### src/design/alux_pkg.sv
package alux_pkg;

    localparam int COUNT_W     = 16;
    localparam int LUX_W       = 21;
    localparam int REGION_W    = 3;
    localparam int COEF_FRAC   = 32;
    localparam int COEF_W      = 28;
    localparam int POW_W       = 24;
    localparam int PROD_W      = 44;
    localparam int M_W         = 32;
    localparam int M_SHIFT     = 12;
    localparam int QUEUE_DEPTH = 4;
    localparam int QPTR_W      = $clog2(QUEUE_DEPTH);
    localparam int QCNT_W      = $clog2(QUEUE_DEPTH + 1);

    localparam logic [LUX_W-1:0] LUX_MAX = '1;

    localparam logic [COEF_W-1:0] K1A = COEF_W'(((64'd304 << 32) + 64'd5000) / 64'd10000);
    localparam logic [COEF_W-1:0] K1B = COEF_W'(((64'd62 << 32) + 64'd500) / 64'd1000);
    localparam logic [COEF_W-1:0] K2A = COEF_W'(((64'd224 << 32) + 64'd5000) / 64'd10000);
    localparam logic [COEF_W-1:0] K2B = COEF_W'(((64'd31 << 32) + 64'd500) / 64'd1000);
    localparam logic [COEF_W-1:0] K3A = COEF_W'(((64'd128 << 32) + 64'd5000) / 64'd10000);
    localparam logic [COEF_W-1:0] K3B = COEF_W'(((64'd153 << 32) + 64'd5000) / 64'd10000);
    localparam logic [COEF_W-1:0] K4A = COEF_W'(((64'd146 << 32) + 64'd50000) / 64'd100000);
    localparam logic [COEF_W-1:0] K4B = COEF_W'(((64'd112 << 32) + 64'd50000) / 64'd100000);

    typedef enum logic [REGION_W-1:0] {
        REGION_NONE = 3'd0,
        REGION_1    = 3'd1,
        REGION_2    = 3'd2,
        REGION_3    = 3'd3,
        REGION_4    = 3'd4
    } region_t;

    typedef struct packed {
        logic [COUNT_W-1:0] broadband_count;
        logic [COUNT_W-1:0] infrared_count;
        region_t            region;
    } item_t;

    // largest y with y^5 * (2*depth)^7 <= i^7 * 2^(5*POW_W)
    function automatic logic [POW_W-1:0] pow_entry(input int unsigned depth,
                                                   input int unsigned i);
        logic [255:0] rhs;
        logic [255:0] lhs;
        logic [255:0] span;
        logic [255:0] iv;
        logic [POW_W:0] lo;
        logic [POW_W:0] hi;
        logic [POW_W:0] mid;
        rhs  = 256'd1;
        iv   = 256'(i);
        span = 256'(2 * depth);
        for (int k = 0; k < 7; k++)
        begin
            rhs = rhs * iv;
        end
        rhs = rhs << (5 * POW_W);
        lo  = '0;
        hi  = (POW_W+1)'((1 << POW_W) - 1);
        for (int s = 0; s <= POW_W; s++)
        begin
            if (lo < hi)
            begin
                mid = lo + ((hi - lo + (POW_W+1)'(1)) >> 1);
                lhs = 256'd1;
                for (int k = 0; k < 5; k++)
                begin
                    lhs = lhs * 256'(mid);
                end
                for (int k = 0; k < 7; k++)
                begin
                    lhs = lhs * span;
                end
                if (lhs <= rhs)
                begin
                    lo = mid;
                end
                else
                begin
                    hi = mid - (POW_W+1)'(1);
                end
            end
        end
        return lo[POW_W-1:0];
    endfunction

endpackage

### src/design/alux_queue.sv
module alux_queue import alux_pkg::*;
(
    input  logic  clk,
    input  logic  rst_n,
    input  item_t in_item,
    input  logic  in_valid,
    output logic  in_ready,
    output item_t out_item,
    output logic  out_valid,
    input  logic  out_ready
);

    item_t             mem_reg [QUEUE_DEPTH];
    logic [QPTR_W-1:0] wr_reg;
    logic [QPTR_W-1:0] rd_reg;
    logic [QCNT_W-1:0] cnt_reg;
    logic [QCNT_W-1:0] cnt_next;
    logic              push;
    logic              pop;

    assign in_ready  = cnt_reg != QCNT_W'(QUEUE_DEPTH);
    assign out_valid = cnt_reg != '0;
    assign push      = in_valid && in_ready;
    assign pop       = out_valid && out_ready;
    assign out_item  = mem_reg[rd_reg];

    always_comb
    begin
        cnt_next = cnt_reg;
        if (push && !pop)
            cnt_next = cnt_reg + QCNT_W'(1);
        else if (pop && !push)
            cnt_next = cnt_reg - QCNT_W'(1);
    end

    always_ff @(posedge clk or negedge rst_n)
    begin
        if (!rst_n)
        begin
            wr_reg  <= '0;
            rd_reg  <= '0;
            cnt_reg <= '0;
        end
        else
        begin
            cnt_reg <= cnt_next;
            if (push)
                wr_reg <= wr_reg + QPTR_W'(1);
            if (pop)
                rd_reg <= rd_reg + QPTR_W'(1);
        end
    end

    always_ff @(posedge clk)
    begin
        if (push)
            mem_reg[wr_reg] <= in_item;
    end

endmodule

### config.mk
export PLATFORM = sky130hd
export DESIGN_NAME = alux_queue
export DESIGN_NICKNAME = d
export VERILOG_FILES = /design/src/design/alux_pkg.sv /design/src/design/alux_queue.sv
export SDC_FILE = /design/constraint.sdc
export NUM_CORES = 1
export LEC_CHECK = 0
export BUFFER_PORTS_ARGS = -buffer_cell sky130_fd_sc_hd__buf_2
export CAP_MARGIN = 20
export CORE_AREA = 2 2 121 123
export DETAILED_ROUTE_END_ITERATION = 6
export DIE_AREA = 0 0 123 125
export GPL_TIMING_DRIVEN = 0
export PLACE_DENSITY = 0.57
export SLEW_MARGIN = 5
export SYNTH_ARGS = -nofsm -noshare
export SYNTH_HDL_FRONTEND = slang
export SYNTH_SLANG_ARGS = --single-unit
### constraint.sdc
create_clock -name clk -period 2.4 [get_ports clk]
set_input_delay 0.48 -clock clk [delete_from_list [all_inputs] [get_ports clk]]
set_output_delay 0.48 -clock clk [all_outputs]
set_load 0.01 [all_outputs]
### Yosys cells after proc, flatten, opt, wreduce, memory -nomap -nowiden

Memories as Yosys holds them, arrays and structs flattened.
Cells that the tools add are included.

* memories: 1
* flip-flop bits (word level): 7
* input bits: 39
* logic and storage cells: 21
* memory bits (writable): 140
* output and inout bits: 37

Memory list
* mem_reg: words 4, width 35, read ports 1, clocked after Yosys merged registers in 0, write ports 1, line alux_queue.sv:13 `item_t mem_reg [QUEUE_DEPTH];`

* eq/ne operators: 1
* multiplexer cells: 4
* add/sub/neg operators: 4
* reduce and logical (&&, ||, !) cells: 8

Operators with widths (count)
* $mux 3: 2
* $add 2x1->2 const B: 2
* $logic_and 1x1->1: 4
* $add 3x1->3 const B: 1
* $ne 3x3->1 const B: 1
* $reduce_bool 3->1: 1
* $sub 3x1->3 const B: 1
* $logic_not 1->1: 2
* $mux 1: 2
* $reduce_bool 2->1: 1

### Logic depth before layout (Yosys ltp)

Gate-level depths: netlist of run 1.

* depth in word-level cells: 6
* gate-level depth with buffers: 8

### Worst setup path after synthesis of run 1

No wires, ideal clock.

* path kind: input to register
* start point: input in_valid
* end point: memory mem_reg[2][0] (netlist name), enable pin
* stages: 2
* setup slack: 0.364 ns
* buffers on the path: 0
* arrival: 1.641 ns
* library setup time: 0.395 ns
* path through: a21boi_2 > and2_1

* cells in the longest elaborated chain, start to end: 3

Ends and longest elaborated chain
* start, declared: line alux_queue.sv:6 `input logic in_valid,`
* $logic_and 1x1->1: line alux_queue.sv:23 `assign push = in_valid && in_ready;`
* $mux 1: line alux_queue.sv:56 `if (push)`
* $mux 1 (implied by the code): line alux_queue.sv:57 `mem_reg[wr_reg] <= in_item;`
* end, declared: line alux_queue.sv:13

No other way between the ends.

==> flow_summary_export.csv, run 1 <==
group,metric,value,unit
outcome,status,"complete, no violations",
grt,antenna_found_initial,1,
timing,min_period_over_period,95.5,%
drt,wire_per_inst,18.2,µm
cts,clock_latency,410,ps
hold_path,holdPathStages,1,
grt,grt_first_pass_wirelength,14700,µm
critical_path,crit_fanout,10,
drt,drt_wl_total,9370,µm
floorplanning,rows,44,
cts,cts-root-buf,"clkbuf_16",
synthesis,syn_inst,218,
floorplanning,core,14200,µm²
timing,drv_slew,0,
critical_path,cp_common_cell,"buf_2",
critical_path,r2r_setup_slack,260,ps
synthesis,yosysTopAreaCellShare,76.2,%
drt,drt_first_pass_iters,4,
cells_and_area,antenna_cells,0,
critical_path,cpPeakStageDelay,360,ps
synthesis,synth.distinct_cells,19,
drt,via_per_inst,4.84,
synthesis,synthesis.nets,263,
cells_and_area,fin_area,6800,µm²
timing,period_minus_slack,2290,ps
critical_path,path_delay_family,"buffers and inverters",
drt,vias,2487,
hold_path,hp-start,"in_item[19]",
critical_path,path_buf_inv,3,
hold_path,hold_path_class,"in2reg",
cells_and_area,fillCellCount,1192,
critical_path,r2r_cells,8,
cts,cts_buffers,17,
timing,worst_clock_skew,3.52,ps
floorplanning,initial_core_util,38.8,%
timing,worst_pin_slew,553,ps
drt,drcViolationCount,0,
synthesis,ys_warn_count,0,
synthesis,syn_area,5520,µm²
critical_path,crit_chain,"buf_2 -> buf_2 -> mux4_2 -> buf_2",
synthesis,synth_seq_cells,147,
synthesis,yosysSeqAreaShare,79.4,%
placed_design,gp_congestion,0.664,
cells_and_area,final_core_util,47.9,%
floorplanning,io_pins,76,
cts,cts_tree,"built",
run,maxCapViolations,0,
drt,drt_iter0_drc,119,
cells_and_area,fin_nets,362,
timing,setup_viol,0,
floorplanning,die-area,15400,µm²
critical_path,r2r-end,"cnt_reg[2]",
synthesis,yosysTopAreaCell,"edfxtp_1",
floorplanning,die_w,123,µm
grt,track_usage,13.5,%
timing,rsz0062_at_grt,"no",
timing,finalHoldViolCount,0,
critical_path,worst_path_max_delay_cell,"mux4_2",
power,leakagePower,2.39,nW
placed_design,placed_area,6210,µm²
power,power-per-cell-area,1270,nW/µm²
power,peakVddDrop,509,µV
cts,cts.htree.levels,4,
drt,ant_nets,0,
cts,clkTransAtPathRegs,50,ps
grt,grt-ovfl-total,0,
timing,max_slew_margin,63.1,%
hold_path,whs_endpoint,"mem_reg[2][19]",
critical_path,worst_ep_arrival_time,1810,ps
cells_and_area,regArea,4380,µm²
placed_design,portBuffers,75,
synthesis,synth.area.top_cells,"edfxtp_1 (76%), mux4_2 (11%), mux4_1 (3.3%), dfrtp_1 (3.2%), ha_1 (1.1%)",
critical_path,critical_path_class,"reg2out",
cells_and_area,drive_gt1_share,45.2,%
cells_and_area,syn2layout_area_growth,23.3,%
critical_path,end_kind,"primary output",
floorplanning,die-height,125,µm
critical_path,timing.rr.start,"cnt_reg[1]",
timing,fmax,436,MHz
cells_and_area,multi_input_area,1040,µm²
critical_path,startpoint_type,"flip-flop",
synthesis,synth.avg_cell_area,25.3,µm²
cts,cts_buffer_depth,2,
critical_path,cp_data_required_time,1920,ps
grt,grt_max_degree,25,
placed_design,dp_hpwl,5760,µm
cts,clock_sinks,147,
grt,grt_pass1_vias,2711,
cells_and_area,largest_reg_flops,140,
report_power, final:
part	switching (W)	internal [W]	leakage [nW]
Combinational	0.00130	0.00124	0.751
Sequential	0.000130	0.00340	1.36
Clock	0.000941	0.00161	0.279
Total	0.00237	0.00625	2.39
stage by stage:
stage	hold slack, ps	power (W)	std cells	setup slack [ps]	setup TNS [ps]
finish	281	0.00862	514	108	0
global placement	321	0.00609	477	-530	-73200
global route	270	0.00907	514	1.12	0
floorplan	184	0.00524	218	364	0
detailed placement	325	0.00621	481	274	0
CTS	261	0.00878	514	35.3	0
cell type report:
class | instances | area share (%)
inverters | 3 | 0.166
multi-input cells | 60 | 15.3
clock inverters | 13 | 2.08
well taps | 184 | 3.38
clock buffers | 19 | 6.36
plain buffers | 8 | 1.38
repair buffers | 80 | 6.95
flip-flops and latches | 147 | 64.4
kinds of logic after synthesis:
family	Yosys count	synth area share (%)
xor gates and xnor gates	6	0.953
AOI/OAI and AO/OA	1	0.204
DFF	147	79.4
muxes	37	15.2
and+or+nand+nor	10	0.930
adders and majority gates	6	1.50
buffers and inverters	11	1.86
routing by layer:
metal | routed length [µm] | GRT usage [%] | vias up | part of all wire, %
met2 | 4660 | 21.7 | 67 | 50
met3 | 519 | 4.38 | 20 | 5.5
li1 | - | - | 1122 | -
met4 | 221 | 6.82 | 2 | 2.4
met1 | 3950 | 16.4 | 1276 | 42
met5 | 12 | 0 | - | 0.13
Yosys cell counts:
library cell,instances
a21boi_2,1
and2_1,4
buf_12,3
buf_2,4
buf_6,1
dfrtp_1,7
edfxtp_1,140
fa_1,1
ha_1,5
inv_1,3
mux2_2,2
mux4_1,7
mux4_2,28
nand2_1,2
nand3_1,1
nor2_1,2
or3_1,1
xnor2_1,4
xor2_1,2
worst max-delay path by stage:
| stage | startpoint | cells after the start | slack, ps | to |
|---|---|---|---|---|
| floorplan | in_valid | 2 | 360 | mem_reg[2][0] |
| global route | rd_reg[1] | 4 | 1 | out_item[7] |
| global placement | in_valid | 3 | -530 | mem_reg[1][8] |
| CTS | rd_reg[1] | 4 | 40 | out_item[7] |
| detailed placement | cnt_reg[1] | 8 | 270 | cnt_reg[2] |
| finish | rd_reg[1] | 4 | 110 | out_item[24] |
timing repair:
item	in CTS	in global routing
hold buffers	1	0
gates resized for setup	0	1
endpoints found under the hold margin	7	0
setup endpoints to repair	0	3
setup buffers	0	0
worst register-to-register path: cells and delay by family, from the launching register on:
family / cells / cell delay, ps
DFF: 1 / 420
and+or+nand+nor: 3 / 680
buffers and inverters: 1 / 70
xor gates and xnor gates: 2 / 320
adders and majority gates: 2 / 570
cells in the final DEF (no fill, tap or decap), types with 2 or more instances in the layout:
cell	n
clkinv_1	3
ha_1	5
clkinvlp_4	2
buf_2	78
nor2_1	2
mux4_2	28
nand2_1	2
xor2_1	2
and2_2	4
bufinv_16	3
clkbuf_16	17
inv_1	3
buf_12	6
edfxtp_1	140
clkbuf_1	2
mux2_2	2
mux4_1	7
dfrtp_1	7
clkinv_2	5
xnor2_1	4
Note: power is estimated with default switching activity, not from simulation.
==> inputs of run 2 (changes only) <==
Settings changed: ABC_AREA from default to 1, CORE_AREA 2 2 121 123 to 2 2 126 128, CTS_CLUSTER_DIAMETER from default to 50, DIE_AREA 0 0 123 125 to 0 0 128 130.
==> run 2 against run 1 <==
Net effect:
- sequential share of layout area decreased by 5.3 points
- synthesized area increased by 8.6%
- die area increased by 8.2%
- setup slack improved by 43 ps
- flip-flop and latch count unchanged
- hold slack got worse by 6.5 ps
- cell count increased by 50%
- non-clock buffer count increased by 14
- fmax increased by 1.9%
- critical endpoint is now out_item[3]
- highest routed layer is now met4
==> flow_summary_export.csv, run 2 <==
group,metric,value,unit
timing,period_minus_slack,2250,ps
critical_path,startpoint_type,"flip-flop",
power,power,0.00969,W
cts,cts_buffer_depth,2,
synthesis,synthesis.nets,512,
timing,finalHoldViolCount,0,
timing,fmax,445,MHz
cts,cts.htree.levels,4,
outcome,status,"complete, no violations",
synthesis,yosysTopAreaCell,"edfxtp_1",
cells_and_area,final_core_util,48.1,%
synthesis,syn_inst,467,
critical_path,timing.rr.start,"cnt_reg[0]",
cts,cts_buffers,17,
cells_and_area,drive_gt1_share,23.1,%
critical_path,startpoint,"rd_reg[0]",
cells_and_area,layout_common_cells,"edfxtp_1 (140), nand2_1 (122), inv_1 (83), buf_2 (82), o211ai_1 (70)",
power,power-per-cell-area,1310,nW/µm²
floorplanning,io_pins,76,
synthesis,ys_async_sr_fraction,4.76,%
floorplanning,die-area,16600,µm²
synthesis,synth_common_cells,"edfxtp_1 (140), nand2_1 (123), inv_1 (83)",
cells_and_area,layout_commonest_cell,"edfxtp_1",
timing,rsz0062_at_grt,"no",
placed_design,dp_hpwl,8100,µm
drt,wire_per_inst,16.6,µm
synthesis,synth_seq_cells,147,
floorplanning,initial_core_util,38.8,%
timing,min_period_over_period,93.7,%
floorplanning,rows,46,
synthesis,yosysTopAreaCellShare,70.2,%
cts,clkTransAtPathRegs,60,ps
hold_path,hold_path_class,"in2reg",
critical_path,worst_ep_arrival_time,1770,ps
critical_path,crit_fanout,10,
synthesis,yosysSeqAreaShare,73.1,%
hold_path,hp-start,"in_item[4]",
grt,grt_max_degree,26,
timing,drv_slew,0,
timing,worst_pin_slew,819,ps
placed_design,gp_congestion,0.719,
placed_design,portBuffers,75,
synthesis,synth.area.top_cells,"edfxtp_1 (70%), o211ai_1 (8.8%), nand2_1 (7.7%), inv_1 (5.2%), dfrtp_1 (2.9%)",
synthesis,synth_edf_count,140,
power,leakagePower,3.06,nW
synthesis,synth-main-ff-cell,"edfxtp_1",
synthesis,syn_area,5990,µm²
drt,drt_first_pass_iters,4,
cts,cts_tree,"built",
run,maxCapViolations,0,
cells_and_area,syn2layout_area_growth,23.8,%
drt,drt_iter0_drc,210,
grt,grt_first_pass_wirelength,19800,µm
cts,clock_latency,410,ps
cts,cts-root-buf,"clkbuf_16",
hold_path,holdPathStages,1,
power,peakVddDrop,625,µV
cells_and_area,largest_reg_flops,140,
floorplanning,die-height,130,µm
grt,antenna_found_initial,2,
timing,worst_clock_skew,8.41,ps
grt,grt-ovfl-total,0,
cts,clock_sinks,147,
drt,drcViolationCount,0,
grt,track_usage,16.3,%
grt,grt_pass1_vias,3765,
cells_and_area,multi_input_area,1170,µm²
synthesis,synth.avg_cell_area,12.8,µm²
synthesis,synth.most_common_cell,"edfxtp_1",
synthesis,synth.distinct_cells,19,
cells_and_area,fin_nets,611,
drt,via_per_inst,4.77,
critical_path,r2r_cells,5,
floorplanning,die_w,128,µm
drt,vias,3689,
timing,setup_viol,0,
drt,drt_wl_total,12800,µm
critical_path,cp_data_required_time,1920,ps
critical_path,end_kind,"primary output",
synthesis,ys_warn_count,0,
drt,ant_nets,0,
timing,max_slew_margin,45.3,%
cells_and_area,regArea,4380,µm²
floorplanning,core,15400,µm²
critical_path,critical_path_class,"reg2out",
cells_and_area,fillCellCount,1362,
-- run 2: cell types whose count changed in the layout (fill, tap and decap cells not counted), sizes merged, moves of 3 or more --
cell and change:
nand3 +6, o211ai +70, xnor2 -3, and2 -4, clkbuf +6, nand2 +121
mux4 -35, buf +9, bufinv +3, inv +81
-- run 2: area by class of cell --
type                       count  area share [%]
clock buffer                  20            5.89
clock inverter                12            2.83
antenna                        2          0.0675
inverter                      85            4.35
sequential                   147            59.0
timing repair buffer          80            6.58
multi-input combinational    213            15.8
buffer                        22            2.19
tap                          192            3.24
-- run 2: worst max-delay path: stages, from the launching register on --
cell and delay (ps):
dfrtp_1 400, inv_2 150, buf_6 190, buf_4 210, nand2_1 70, o211ai_1 90
nand2_1 100, buf_2 150
-- run 2: what timing repair did --
| item | in CTS | in global routing |
|---|---|---|
| endpoints found under the setup margin | 24 | 27 |
| hold endpoints to repair | 7 | 0 |
| buffers inserted | 0 | 0 |
| hold buffers | 1 | 0 |
| gates resized for setup | 6 | 4 |
-- run 2: power breakdown --
| group | switching, W | total [W] | internal (W) | leakage, nW |
|---|---|---|---|---|
| sequential | 0.000145 | 0.00353 | 0.00338 | 1.37 |
| combinational | 0.00211 | 0.00328 | 0.00117 | 1.38 |
| clock | 0.000948 | 0.00288 | 0.00193 | 0.314 |
| total | 0.00320 | 0.00969 | 0.00649 | 3.06 |
-- run 2: cell families (layout without fill, tap and decap cells) --
| kind of cell | Yosys count | after routing | synth area share [%] |
|---|---|---|---|
| compound gates | 71 | 71 | 8.85 |
| flops | 147 | 147 | 73.1 |
| xor+xnor | 1 | 1 | 0.146 |
| buf+inv | 107 | 219 | 7.89 |
| fa+ha+maj | 6 | 6 | 1.38 |
| other cells | 0 | 2 | 0 |
| simple gates | 135 | 135 | 8.64 |
-- run 2: path summary, 6_finish.rpt --
kind / end / slack, ps
worst max-delay path: out_item[3] / 150
worst max register to register: mem_reg[1][17] / 310
worst min-delay path: mem_reg[0][4] / 270
max in group asynchronous: cnt_reg[0] / 1790
min in group asynchronous: cnt_reg[1] / 450
worst min register to register: cnt_reg[2] / 510
-- run 2: layer usage --
layer	global-route usage, %	up-vias	part of all wire, %
li1	-	1821	-
met1	19.1	1768	43
met2	28.2	87	50
met3	4.55	13	5.1
met4	7.37	0	1.2
met5	0	-	0
-- run 2: metrics by stage --
stage | TNS (ps) | area [µm²] | hold WS (ps) | setup WS, ps | cells
2_1_floorplan | -46200 | 5990 | 184 | -330 | 467
3_3_place_gp | -227950 | 6610 | 322 | -1690 | 734
3_5_place_dp | 0 | 6740 | 327 | 117 | 738
4_1_cts | 0 | 7400 | 255 | 29.0 | 771
5_1_grt | 0 | 7410 | 269 | 15.4 | 772
6_report | 0 | 7420 | 275 | 151 | 773
