## src/design/alux_pkg.sv

```systemverilog
package alux_pkg;

    localparam int COUNT_W     = 16;
    localparam int LUX_W       = 21;
    localparam int REGION_W    = 3;
    localparam int COEF_FRAC   = 32;
    localparam int COEF_W      = 28;
    localparam int POW_W       = 24;
    localparam int PROD_W      = 44;
    localparam int M_W         = 32;
    localparam int M_SHIFT     = 12;
    localparam int QUEUE_DEPTH = 4;
    localparam int QPTR_W      = $clog2(QUEUE_DEPTH);
    localparam int QCNT_W      = $clog2(QUEUE_DEPTH + 1);

    localparam logic [LUX_W-1:0] LUX_MAX = '1;

    localparam logic [COEF_W-1:0] K1A = COEF_W'(((64'd304 << 32) + 64'd5000) / 64'd10000);
    localparam logic [COEF_W-1:0] K1B = COEF_W'(((64'd62 << 32) + 64'd500) / 64'd1000);
    localparam logic [COEF_W-1:0] K2A = COEF_W'(((64'd224 << 32) + 64'd5000) / 64'd10000);
    localparam logic [COEF_W-1:0] K2B = COEF_W'(((64'd31 << 32) + 64'd500) / 64'd1000);
    localparam logic [COEF_W-1:0] K3A = COEF_W'(((64'd128 << 32) + 64'd5000) / 64'd10000);
    localparam logic [COEF_W-1:0] K3B = COEF_W'(((64'd153 << 32) + 64'd5000) / 64'd10000);
    localparam logic [COEF_W-1:0] K4A = COEF_W'(((64'd146 << 32) + 64'd50000) / 64'd100000);
    localparam logic [COEF_W-1:0] K4B = COEF_W'(((64'd112 << 32) + 64'd50000) / 64'd100000);

    typedef enum logic [REGION_W-1:0] {
        REGION_NONE = 3'd0,
        REGION_1    = 3'd1,
        REGION_2    = 3'd2,
        REGION_3    = 3'd3,
        REGION_4    = 3'd4
    } region_t;

    typedef struct packed {
        logic [COUNT_W-1:0] broadband_count;
        logic [COUNT_W-1:0] infrared_count;
        region_t            region;
    } item_t;

    // largest y with y^5 * (2*depth)^7 <= i^7 * 2^(5*POW_W)
    function automatic logic [POW_W-1:0] pow_entry(input int unsigned depth,
                                                   input int unsigned i);
        logic [255:0] rhs;
        logic [255:0] lhs;
        logic [255:0] span;
        logic [255:0] iv;
        logic [POW_W:0] lo;
        logic [POW_W:0] hi;
        logic [POW_W:0] mid;
        rhs  = 256'd1;
        iv   = 256'(i);
        span = 256'(2 * depth);
        for (int k = 0; k < 7; k++)
        begin
            rhs = rhs * iv;
        end
        rhs = rhs << (5 * POW_W);
        lo  = '0;
        hi  = (POW_W+1)'((1 << POW_W) - 1);
        for (int s = 0; s <= POW_W; s++)
        begin
            if (lo < hi)
            begin
                mid = lo + ((hi - lo + (POW_W+1)'(1)) >> 1);
                lhs = 256'd1;
                for (int k = 0; k < 5; k++)
                begin
                    lhs = lhs * 256'(mid);
                end
                for (int k = 0; k < 7; k++)
                begin
                    lhs = lhs * span;
                end
                if (lhs <= rhs)
                begin
                    lo = mid;
                end
                else
                begin
                    hi = mid - (POW_W+1)'(1);
                end
            end
        end
        return lo[POW_W-1:0];
    endfunction

endpackage

```

## src/design/alux_if.sv

```systemverilog
interface alux_in_if import alux_pkg::*; ();
    logic               valid;
    logic               ready;
    logic [COUNT_W-1:0] broadband_count;
    logic [COUNT_W-1:0] infrared_count;

    modport source (output valid, output broadband_count, output infrared_count, input ready);
    modport sink (input valid, input broadband_count, input infrared_count, output ready);
    modport monitor (input valid, input broadband_count, input infrared_count, input ready);
endinterface


```

## src/design/alux_front.sv

```systemverilog
module alux_front import alux_pkg::*;
(
    input  logic       clk,
    input  logic       rst_n,
    alux_in_if.sink    sample,
    output item_t      item,
    output logic       item_valid,
    input  logic       item_ready
);

    logic [23:0] c0;
    logic [23:0] c1;
    region_t     region_next;
    item_t       item_reg;
    logic        valid_reg;
    logic        take;

    assign c0 = 24'(sample.broadband_count);
    assign c1 = 24'(sample.infrared_count);

    always_comb
    begin
        region_next = REGION_NONE;
        if (c0 != '0 && c1 != '0)
        begin
            if ((c1 << 1) <= c0)
                region_next = REGION_1;
            else if (24'd100 * c1 <= 24'd61 * c0)
                region_next = REGION_2;
            else if (24'd5 * c1 <= 24'd4 * c0)
                region_next = REGION_3;
            else if (24'd10 * c1 <= 24'd13 * c0)
                region_next = REGION_4;
        end
    end

    assign sample.ready = !valid_reg || item_ready;
    assign take         = sample.valid && sample.ready;

    always_ff @(posedge clk or negedge rst_n)
    begin
        if (!rst_n)
            valid_reg <= 1'b0;
        else if (sample.ready)
            valid_reg <= sample.valid;
    end

    always_ff @(posedge clk)
    begin
        if (take)
        begin
            item_reg.broadband_count <= sample.broadband_count;
            item_reg.infrared_count  <= sample.infrared_count;
            item_reg.region          <= region_next;
        end
    end

    assign item       = item_reg;
    assign item_valid = valid_reg;

endmodule

```

## src/flat_wrapper.sv

```systemverilog
// flat-port wrapper written by rule: the top's interface ports become plain ports
module alux_front_flat import alux_pkg::*;
  (clk, rst_n, item, item_valid, item_ready, sample_valid, sample_broadband_count, sample_infrared_count, sample_ready);
  alux_in_if sample_i ();
  input  logic clk;
  input  logic rst_n;
  output item_t item;
  output logic item_valid;
  input  logic item_ready;
  input wire logic [$bits(sample_i.valid)-1:0] sample_valid;
  input wire logic [$bits(sample_i.broadband_count)-1:0] sample_broadband_count;
  input wire logic [$bits(sample_i.infrared_count)-1:0] sample_infrared_count;
  output wire logic [$bits(sample_i.ready)-1:0] sample_ready;
  assign sample_i.valid = sample_valid;
  assign sample_i.broadband_count = sample_broadband_count;
  assign sample_i.infrared_count = sample_infrared_count;
  assign sample_ready = sample_i.ready;
  alux_front u_core (.clk(clk), .rst_n(rst_n), .sample(sample_i), .item(item), .item_valid(item_valid), .item_ready(item_ready));
endmodule
```

## config.mk

```make
export PLATFORM = sky130hd
export DESIGN_NAME = alux_front_flat
export DESIGN_NICKNAME = d
export VERILOG_FILES = /design/src/design/alux_pkg.sv /design/src/design/alux_if.sv /design/src/design/alux_front.sv /design/src/flat_wrapper.sv
export SDC_FILE = /design/constraint.sdc
export NUM_CORES = 1
export LEC_CHECK = 0
export BUFFER_PORTS_ARGS = -buffer_cell sky130_fd_sc_hd__clkbuf_2
export CAP_MARGIN = 40
export CORE_MARGIN = 5
export CORE_UTILIZATION = 45
export DETAILED_ROUTE_END_ITERATION = 10
export PLACE_DENSITY_LB_ADDON = 0.08
export SLEW_MARGIN = 10
export SYNTH_ARGS = -nofsm -noshare
export SYNTH_HDL_FRONTEND = slang
export SYNTH_SLANG_ARGS = --single-unit
```

## constraint.sdc

```tcl
create_clock -name clk -period 1.66 [get_ports clk]
set_input_delay 0.249 -clock clk [delete_from_list [all_inputs] [get_ports clk]]
set_output_delay 0.249 -clock clk [all_outputs]
set_load 0.01 [all_outputs]
```

## Word level (Yosys, flattened, before mapping)

Index checks and enable logic that the tools add are counted.

- $mul: 5
- $lt $le $gt $ge: 4
- Muxes and demuxes: 4
- Bitwise logic cells: 1
- Reductions and logical operators: 8

Operators with widths:

| operator | number |
|---|---|
| less-or-equal comparator 24 bit | 2 |
| nonzero test 24 bit | 2 |
| multiplier 3 x 16 -> 19 bit, first input constant | 2 |
| less-or-equal comparator 24 x 18 -> 1 bit | 1 |
| multiplier 6 x 16 -> 22 bit, first input constant | 1 |
| multiplier 5 x 16 -> 21 bit, first input constant | 1 |
| multiplier 4 x 16 -> 20 bit, first input constant | 1 |
| less-or-equal comparator 17 x 16 -> 1 bit | 1 |
| two-way mux 2 bit | 2 |
| OR reduction 4 bit | 1 |
| two-way mux 3 bit | 1 |
| logical AND 1 bit | 2 |
| OR reduction 2 bit | 1 |
| logical NOT 1 bit | 1 |
| logical OR 1 bit | 1 |
| two-way mux 1 bit | 1 |
| NOT 1 bit | 1 |

- Register bits: 36
- Bits of input ports: 36
- Output and inout port bits: 37
- Logic and storage cells: 28

## Longest topological paths before layout

Gate-level depths: netlist of the first run.

- Depth after elaboration: 6
- Gate-level depth with buffers: 26
- Mapped depth without buffers: 26

## Worst setup path before layout of the first run

OpenSTA, ideal clock, no wires.

- Path type: input-to-reg
- Start: in sample_broadband_count[1]
- End: reg u_core.item_reg, in the netlist u_core.item[0], data pin
- Library setup time: 0.256 ns
- Arrival time: 5.247 ns
- Data required time: 1.404 ns
- Setup slack: -3.843 ns
- Cell stages on the path: 23
- Buffers on the path: 0
- Cell sequence: inv_1 > fa_1 > inv_1 > fa_1 > inv_1 > fa_1 > inv_1 > ha_1 > nor2b_4 > o31a_1 > o2111ai_2 > a31oi_2 > o41ai_4 > o2111ai_1 > a21oi_1 > xor2_1 > ha_1 > o21ai_0 > a21oi_1 > o21a_1 > a31oi_1 > or4b_1 > a41o_1

- Word-level cells in the longest chain between the ends: 4
- Elaborated cells on any way between the ends: 9
- Those cells by class: mul: 1; order compare: 3; mux: 3; reduce/logical: 2

Ends and longest elaborated chain:

| element | RTL line | RTL |
|---|---|---|
| from (decl) | flat_wrapper.sv:11 | `input wire logic [$bits(sample_i.broadband_count)-1:0] sample_broadband_count;` |
| multiplier 6 x 16 -> 22 bit / less-or-equal comparator 24 x 18 -> 1 bit (equally long branches) | alux_front.sv:28, alux_front.sv:30 |  |
| less-or-equal comparator 24 bit / two-way mux 2 bit (equally long branches) | alux_front.sv:28, alux_front.sv:30 |  |
| two-way mux 2 bit | alux_front.sv:28 | `else if (24'd100 * c1 <= 24'd61 * c0)` |
| two-way mux 1 bit | alux_front.sv:26 | `if ((c1 << 1) <= c0)` |
| to (decl) | alux_front.sv:14 | `item_t item_reg;` |

Parallel ways exist; a longest one is shown, timed or not.
A chain may end at the register's enable or synchronous reset.

## Final worst setup path of the first run

- Start: in sample_broadband_count[3]
- End: reg u_core.item_reg, in the netlist u_core.item[0], data pin

Same word-level chain as after synthesis.

==> results of run 1 <==
## worst max-delay path by stage
| stage | startpoint | to | slack (ns) | depth (start not counted) |
|---|---|---|---|---|
| after floorplan | sample_broadband_count[3] | u_core.item[0] | -3.72 | 24 |
| after global routing | sample_broadband_count[3] | u_core.item[0] | -3.94 | 25 |
| after detailed placement | sample_broadband_count[3] | u_core.item[0] | -4.31 | 26 |
| final | sample_broadband_count[3] | u_core.item[0] | -3.74 | 25 |
| after global placement | sample_broadband_count[3] | u_core.item[0] | -4.22 | 26 |
| after CTS | sample_broadband_count[3] | u_core.item[0] | -3.64 | 25 |
## power groups by stage
stage | combinational [W] | sequential (W) | clock (W)
after floorplan | 0.00613 | 0.00115 | 0
after global placement | 0.00975 | 0.00112 | 0
after detailed placement | 0.00986 | 0.00112 | 0
after CTS | 0.0104 | 0.00111 | 0.00110
after global routing | 0.0117 | 0.00111 | 0.00115
final | 0.0104 | 0.00110 | 0.00108
## layout make-up
| type | count | area [um2] | area share (%) |
|---|---|---|---|
| well taps | 234 | 293 | 2.58 |
| flip-flops and latches | 36 | 1080 | 9.48 |
| inverters | 161 | 608 | 5.35 |
| clock buffers | 8 | 156 | 1.38 |
| multi-input cells | 711 | 7050 | 62.0 |
| repair buffers | 306 | 2180 | 19.2 |
## per-stage QoR
stage	setup WS [ns]	hold WS, ns	cell area, um2	instances
finish	-3.74	0.155	11400	1456
detailed placement	-4.31	0.0256	11000	1443
global route	-3.94	0.165	11400	1456
global placement	-4.22	0.0242	11000	1443
floorplan	-3.72	-0.0466	8610	908
CTS	-3.64	0.153	11300	1453
## routing by layer
metal | global-route usage (%) | share of wire [%] | wire, um
met2 | 38.0 | 48 | 11200
met5 | 0 | 0 | 0
met1 | 30.6 | 48 | 11300
met3 | 2.29 | 3.3 | 763
met4 | 3.33 | 0.85 | 198
## critical path, cell delays in order
cell and delay (ns):
clkbuf_16 0.12, clkinvlp_4 0.10, fa_1 0.52, inv_2 0.04, fa_1 0.47, inv_1 0.05
fa_1 0.50, inv_2 0.05, ha_4 0.21, nor2b_4 0.12, o31a_1 0.28, o2111ai_4 0.27
a31oi_4 0.14, o41ai_4 0.37, o2111ai_1 0.14, a21oi_1 0.19, xor2_1 0.10, ha_1 0.31
nand2_1 0.06, nor2_2 0.13, nand3_2 0.09, o21a_1 0.11, a31oi_1 0.17, or4b_4 0.49
a41o_1 0.20
## cell families after synthesis
group	after synthesis	synth area share (%)
flops	36	12.5
compound gates	177	14.5
xor+xnor	54	5.51
buf+inv	161	7.05
simple gates	172	9.63
fa+ha+maj	308	50.8
## cell usage after synthesis (2+ instances only)
cell type,count,area (um2)
o211ai_1,4,30.0
o21bai_1,5,37.5
and3_1,7,43.8
fa_1,67,1340
a2111oi_0,3,26.3
nand4_1,14,87.6
nor2b_1,7,43.8
nor2_1,45,169
a21oi_2,2,17.5
o21ai_1,8,40.0
o21ai_0,15,75.1
xor2_1,24,210
xnor2_1,30,263
or3_1,3,18.8
inv_1,161,604
a31oi_1,6,37.5
nand2_1,43,161
o31ai_1,3,22.5
o22a_1,2,17.5
nand2b_1,10,62.6
a21oi_1,50,250
or2_1,3,18.8
a31o_1,2,17.5
o41a_1,2,22.5
nor3_1,19,95.1
o31ai_2,2,25.0
o2111ai_1,3,26.3
a21o_1,25,188
o21a_1,14,105
a21boi_0,2,15.0
a211oi_1,9,67.6
o31a_1,4,35.0
edfxtp_1,35,1050
nand3_1,16,80.1
a41o_1,2,20.0
ha_1,241,3020
## timing repair
action / in CTS / in global routing
endpoints found under the setup margin: 3 / 3
hold endpoints to repair: 1 / 0
hold buffers: 1 / 0
pin swaps: 40 / 7
gates resized for setup: 33 / 2
setup buffers: 2 / 3
==> key figures, run 1 <==
Synth
  – Post-synth ARST share: 2.78%
  – Post-synthesis sequential area ratio: 12.5%
  – Mapped cell area: 8580 um2
  – Cell count after synthesis: 908
  – Cell variety after synth: 56
  – Syn Nets: 1252
  – Ys flop type: edfxtp_1
  – Register bit total from synthesis: 36
  – Yosys warns: 0
  – Post-synth EDFFs: 35
  – Syn avg cell area: 9.45 um2

Min path
  – Worst hold stages: 2
  – WHS Endpoint: u_core.item_valid
  – Hold Crit Class: input pin to flop
  – Hold path start: sample_valid

Global route
  – GRT overflow: 0
  – Initial antenna violation count: 0
  – Largest net degree at the start of global routing: 36
  – First-pass GRT wire length: 38200 um
  – Vias in the first global route: 7414
  – Overall Global Routing Usage: 22.0%

Setup path
  – Critical path class: input pin to flop
  – R2r setup slk: 0.42 ns
  – Startpoint Class: input pin
  – Crit Reg-Reg Endpoint: u_core.item[10]
  – Worst Path Arrival: 5.46 ns
  – Critical Path Fanout Max: 4
  – R2r worst-path depth: 3
  – Reg-to-Reg Start: u_core.item_valid
  – Critical Path RT: 1.72 ns
  – Crit path capture type: flop

STA
  – Setup TNS: -11.07 ns
  – Fmax: 185 MHz
  – Final hold vios: 0
  – Tmin final: 5.40 ns
  – Skew final: 0.0106 ns
  – Final setup fails: 3
  – PnR worst setup slack: -3.74 ns
  – Pins Over Slew Limit: 0
  – Unrepaired setup endpoints after global routing: yes
  – Max transition margin: 70.7%
  – Slew at the pin with the worst max-slew slack: 0.429 ns
  – Tcrit/Tclk final: 325%

Pwr
  – Clk pwr share: 8.5%
  – Net Sw Frac: 45.6%
  – Internal power: 0.00686 W
  – Static Leak: 6.09 nW
  – Maximum VDD drop: 672 uV
  – Reg power frac: 8.8%
  – Psw: 0.00575 W
  – Pwr Total: 0.0126 W
  – Combinational Power Share: 82.7%
  – Power Dens Cells: 1110 nW/um2

Floorplan
  – Starting Density: 45.9%
  – Die H: 148 um
  – Row count: 50
  – I/O pin total: 73
  – Total core area: 18700 um2
  – Die X: 148 um
  – DIE AREA: 21900 um2

Final layout
  – Largest register FFs: 35
  – Most frequent cells in the layout: ha_1, buf_4, inv_1
  – Fillers: 1680
  – Post-Route Utilization: 60.7%
  – Most common cell after layout, fill and taps aside: ha_1
  – Synth-to-layout area growth: 32.4%
  – Ant. Diodes: 0
  – Final layout net count: 1565
  – Fraction of layout cells with a size suffix above 1: 28.6%

Routing
  – DRC Markers: 0
  – Vias: 7380
  – DR pass1 iterations: 5
  – Total wire length: 23400 um
  – Vias/cell: 5.07
  – DRT iter0 DRCs: 304
  – Antenna Nets Post-Route: 0
  – WL/cell: 16.1 um

Clocking
  – CTS buffer count: 5
  – CTS Sinks: 36
  – Cell chosen for the clock root: clkbuf_16
  – CTS tree: yes
  – Clock Path Buffers: 2
  – Clock-pin slew on the worst setup and hold paths: 0.07 ns
  – Clock Latency Late Sink: 0.30 ns
  – H-Tree Depth: 2

Place
  – Final GP Congestion: 0.888
  – Port bufs: 72
  – HPWL after DPL: 20400 um

Status
  – Status: finished with violations
  – Failing checks: setup timing

Flow run
  – Maxcap violations: 0
No activity file was read; power rests on OpenSTA's default activity.
==> run 2, diff against run 1 <==
PLACE_DENSITY = 0.71   (was unset)
PLACE_DENSITY_LB_ADDON = unset   (was 0.08)
==> key figures, run 2 (same netlist as run 1, synthesis figures left out) <==
Clocking
  – Cell chosen for the clock root: clkbuf_16 (unchanged)
  – CTS Sinks: 36 (unchanged)
  – CTS tree: yes (unchanged)
  – Clock Latency Late Sink: 0.31 ns (was 0.30 ns)
  – H-Tree Depth: 2 (unchanged)
  – CTS buffer count: 5 (unchanged)
  – Clock Path Buffers: 2 (unchanged)
  – Clock-pin slew on the worst setup and hold paths: 0.08 ns (was 0.07 ns)

Routing
  – Vias: 7640 (was 7380)
  – Antenna Nets Post-Route: 0 (unchanged)
  – WL/cell: 15.8 um (was 16.1 um)
  – Total wire length: 23200 um (was 23400 um)
  – DRT iter0 DRCs: 309 (was 304)
  – DR pass1 iterations: 5 (unchanged)
  – DRC Markers: 0 (unchanged)
  – Vias/cell: 5.19 (was 5.07)

Final layout
  – Most frequent cells in the layout: buf_4, ha_1, inv_1 (was ha_1, buf_4, inv_1)
  – Most common cell after layout, fill and taps aside: buf_4 (was ha_1)
  – Fraction of layout cells with a size suffix above 1: 29.8% (was 28.6%)
  – Ant. Diodes: 0 (unchanged)
  – Non-Filler Instances: 1472 (was 1456)
  – Final layout net count: 1581 (was 1565)
  – Synth-to-layout area growth: 33.7% (was 32.4%)
  – Largest register FFs: 35 (unchanged)

Pwr
  – Maximum VDD drop: 622 uV (was 672 uV)
  – Static Leak: 6.15 nW (was 6.09 nW)
  – Power Dens Cells: 1130 nW/um2 (was 1110 nW/um2)

Min path
  – Hold path start: sample_valid (unchanged)
  – WHS Endpoint: u_core.item_valid (unchanged)
  – Hold Crit Class: input pin to flop (unchanged)
  – Worst hold stages: 2 (unchanged)

Setup path
  – Worst Path Arrival: 5.51 ns (was 5.46 ns)
  – R2r worst-path depth: 3 (unchanged)
  – Reg-to-Reg Start: u_core.item_valid (unchanged)
  – Startpoint Class: input pin (unchanged)
  – Critical Path Fanout Max: 3 (was 4)
  – Crit path capture type: flop (unchanged)
  – Crit Reg-Reg Endpoint: u_core.item[7] (was u_core.item[10])
  – Critical path class: input pin to flop (unchanged)
  – R2r setup slk: 0.43 ns (was 0.42 ns)
  – Critical Path RT: 1.73 ns (was 1.72 ns)

STA
  – Skew final: 0.0111 ns (was 0.0106 ns)
  – Setup TNS: -11.18 ns (was -11.07 ns)
  – Final setup fails: 3 (unchanged)
  – PnR worst setup slack: -3.78 ns (was -3.74 ns)
  – Tcrit/Tclk final: 328% (was 325%)
  – Final hold vios: 0 (unchanged)
  – Max transition margin: 63.1% (was 70.7%)
  – Fmax: 184 MHz (was 185 MHz)
  – Unrepaired setup endpoints after global routing: yes (unchanged)
  – Slew at the pin with the worst max-slew slack: 0.540 ns (was 0.429 ns)
  – Tmin final: 5.44 ns (was 5.40 ns)
  – Pins Over Slew Limit: 0 (unchanged)

Global route
  – Largest net degree at the start of global routing: 36 (unchanged)
  – First-pass GRT wire length: 38500 um (was 38200 um)
  – GRT overflow: 0 (unchanged)
  – Overall Global Routing Usage: 21.8% (was 22.0%)
  – Initial antenna violation count: 0 (unchanged)
  – Vias in the first global route: 7939 (was 7414)

Floorplan
  – Die X: 148 um (unchanged)
  – DIE AREA: 21900 um2 (unchanged)
  – Row count: 50 (unchanged)
  – Total core area: 18700 um2 (unchanged)
  – I/O pin total: 73 (unchanged)
  – Die H: 148 um (unchanged)
  – Starting Density: 45.9% (unchanged)

Status
  – Failing checks: setup timing (unchanged)
  – Status: finished with violations (unchanged)

Place
  – HPWL after DPL: 20100 um (was 20400 um)
  – Port bufs: 72 (unchanged)
  – Placed Cells: 1453 (was 1443)
  – Final GP Congestion: 0.928 (was 0.888)

Flow run
  – Maxcap violations: 0 (unchanged)
==> run 2: worst max path at each step <==
| stage | startpoint | endpoint | depth (start not counted) |
|---|---|---|---|
| 2_1_floorplan | sample_broadband_count[3] | u_core.item[0] | 24 |
| 3_5_place_dp | sample_broadband_count[3] | u_core.item[0] | 23 |
| 6_report | sample_broadband_count[1] | u_core.item[0] | 25 |
| 3_3_place_gp | sample_broadband_count[3] | u_core.item[0] | 25 |
| 4_1_cts | sample_broadband_count[1] | u_core.item[0] | 25 |
| 5_1_grt | sample_broadband_count[5] | u_core.item[0] | 23 |
==> run 2: area by class of cell <==
type / instances / area [um2]
Clock buffer: 5 / 125
Multi-Input combinational cell: 711 / 7030
Fill cell: 1528 / 7240
Clock inverter: 3 / 23.8
Timing Repair Buffer: 322 / 2300
Sequential cell: 36 / 1080
Tap cell: 234 / 293
Inverter: 161 / 614
==> run 2: metal layers <==
metal / track usage [%] / up-vias / wire length (um)
met4: 7.16 / 0 / 620
li1: - / 3845 / -
met5: 0 / - / 0
met1: 27.6 / 3625 / 10300
met3: 2.41 / 29 / 821
met2: 38.8 / 141 / 11500
==> run 2: what timing repair did <==
action                                 in CTS  in global routing
resized for setup                          16                 21
hold buffers                                1                  0
buffers inserted                            7                  3
endpoints found under the hold margin       1                  0
setup endpoints to repair                   3                  3
pin swaps                                  19                 12
==> run 2: report_power, final <==
group          switching [W]  internal [W]  leakage [nW]
logic                0.00545       0.00542          5.74
clock network       0.000455      0.000560        0.0660
registers          0.0000242       0.00108         0.344
==> run 2: worst max-delay path, cell delays in order <==
cell and delay, ns:
buf_8 0.08, buf_6 0.10, inv_4 0.03, fa_1 0.55, inv_2 0.04, fa_1 0.48
inv_1 0.05, fa_1 0.49, inv_2 0.05, ha_4 0.21, nor2b_4 0.12, o31a_1 0.27
o2111ai_2 0.26, a31oi_4 0.15, o41ai_4 0.27, o2111ai_1 0.16, a21oi_1 0.19, xor2_1 0.19
ha_1 0.27, o21ai_1 0.15, a21oi_1 0.05, o21a_1 0.18, a31oi_2 0.20, or4b_4 0.52
a41o_1 0.19
==> run 2: metrics by stage <==
step	setup slack (ns)	instance area (um2)	util [%]	hold WS, ns	power (W)
after global routing	-4.00	11500	61.3	0.164	0.0143
final	-3.78	11500	61.3	0.149	0.0130
after detailed placement	-4.27	11100	59.2	0.0268	0.0113
after floorplan	-3.72	8610	-	-0.0466	0.00728
after CTS	-3.72	11400	60.7	0.145	0.0127
after global placement	-4.14	11100	59.2	0.0243	0.0110
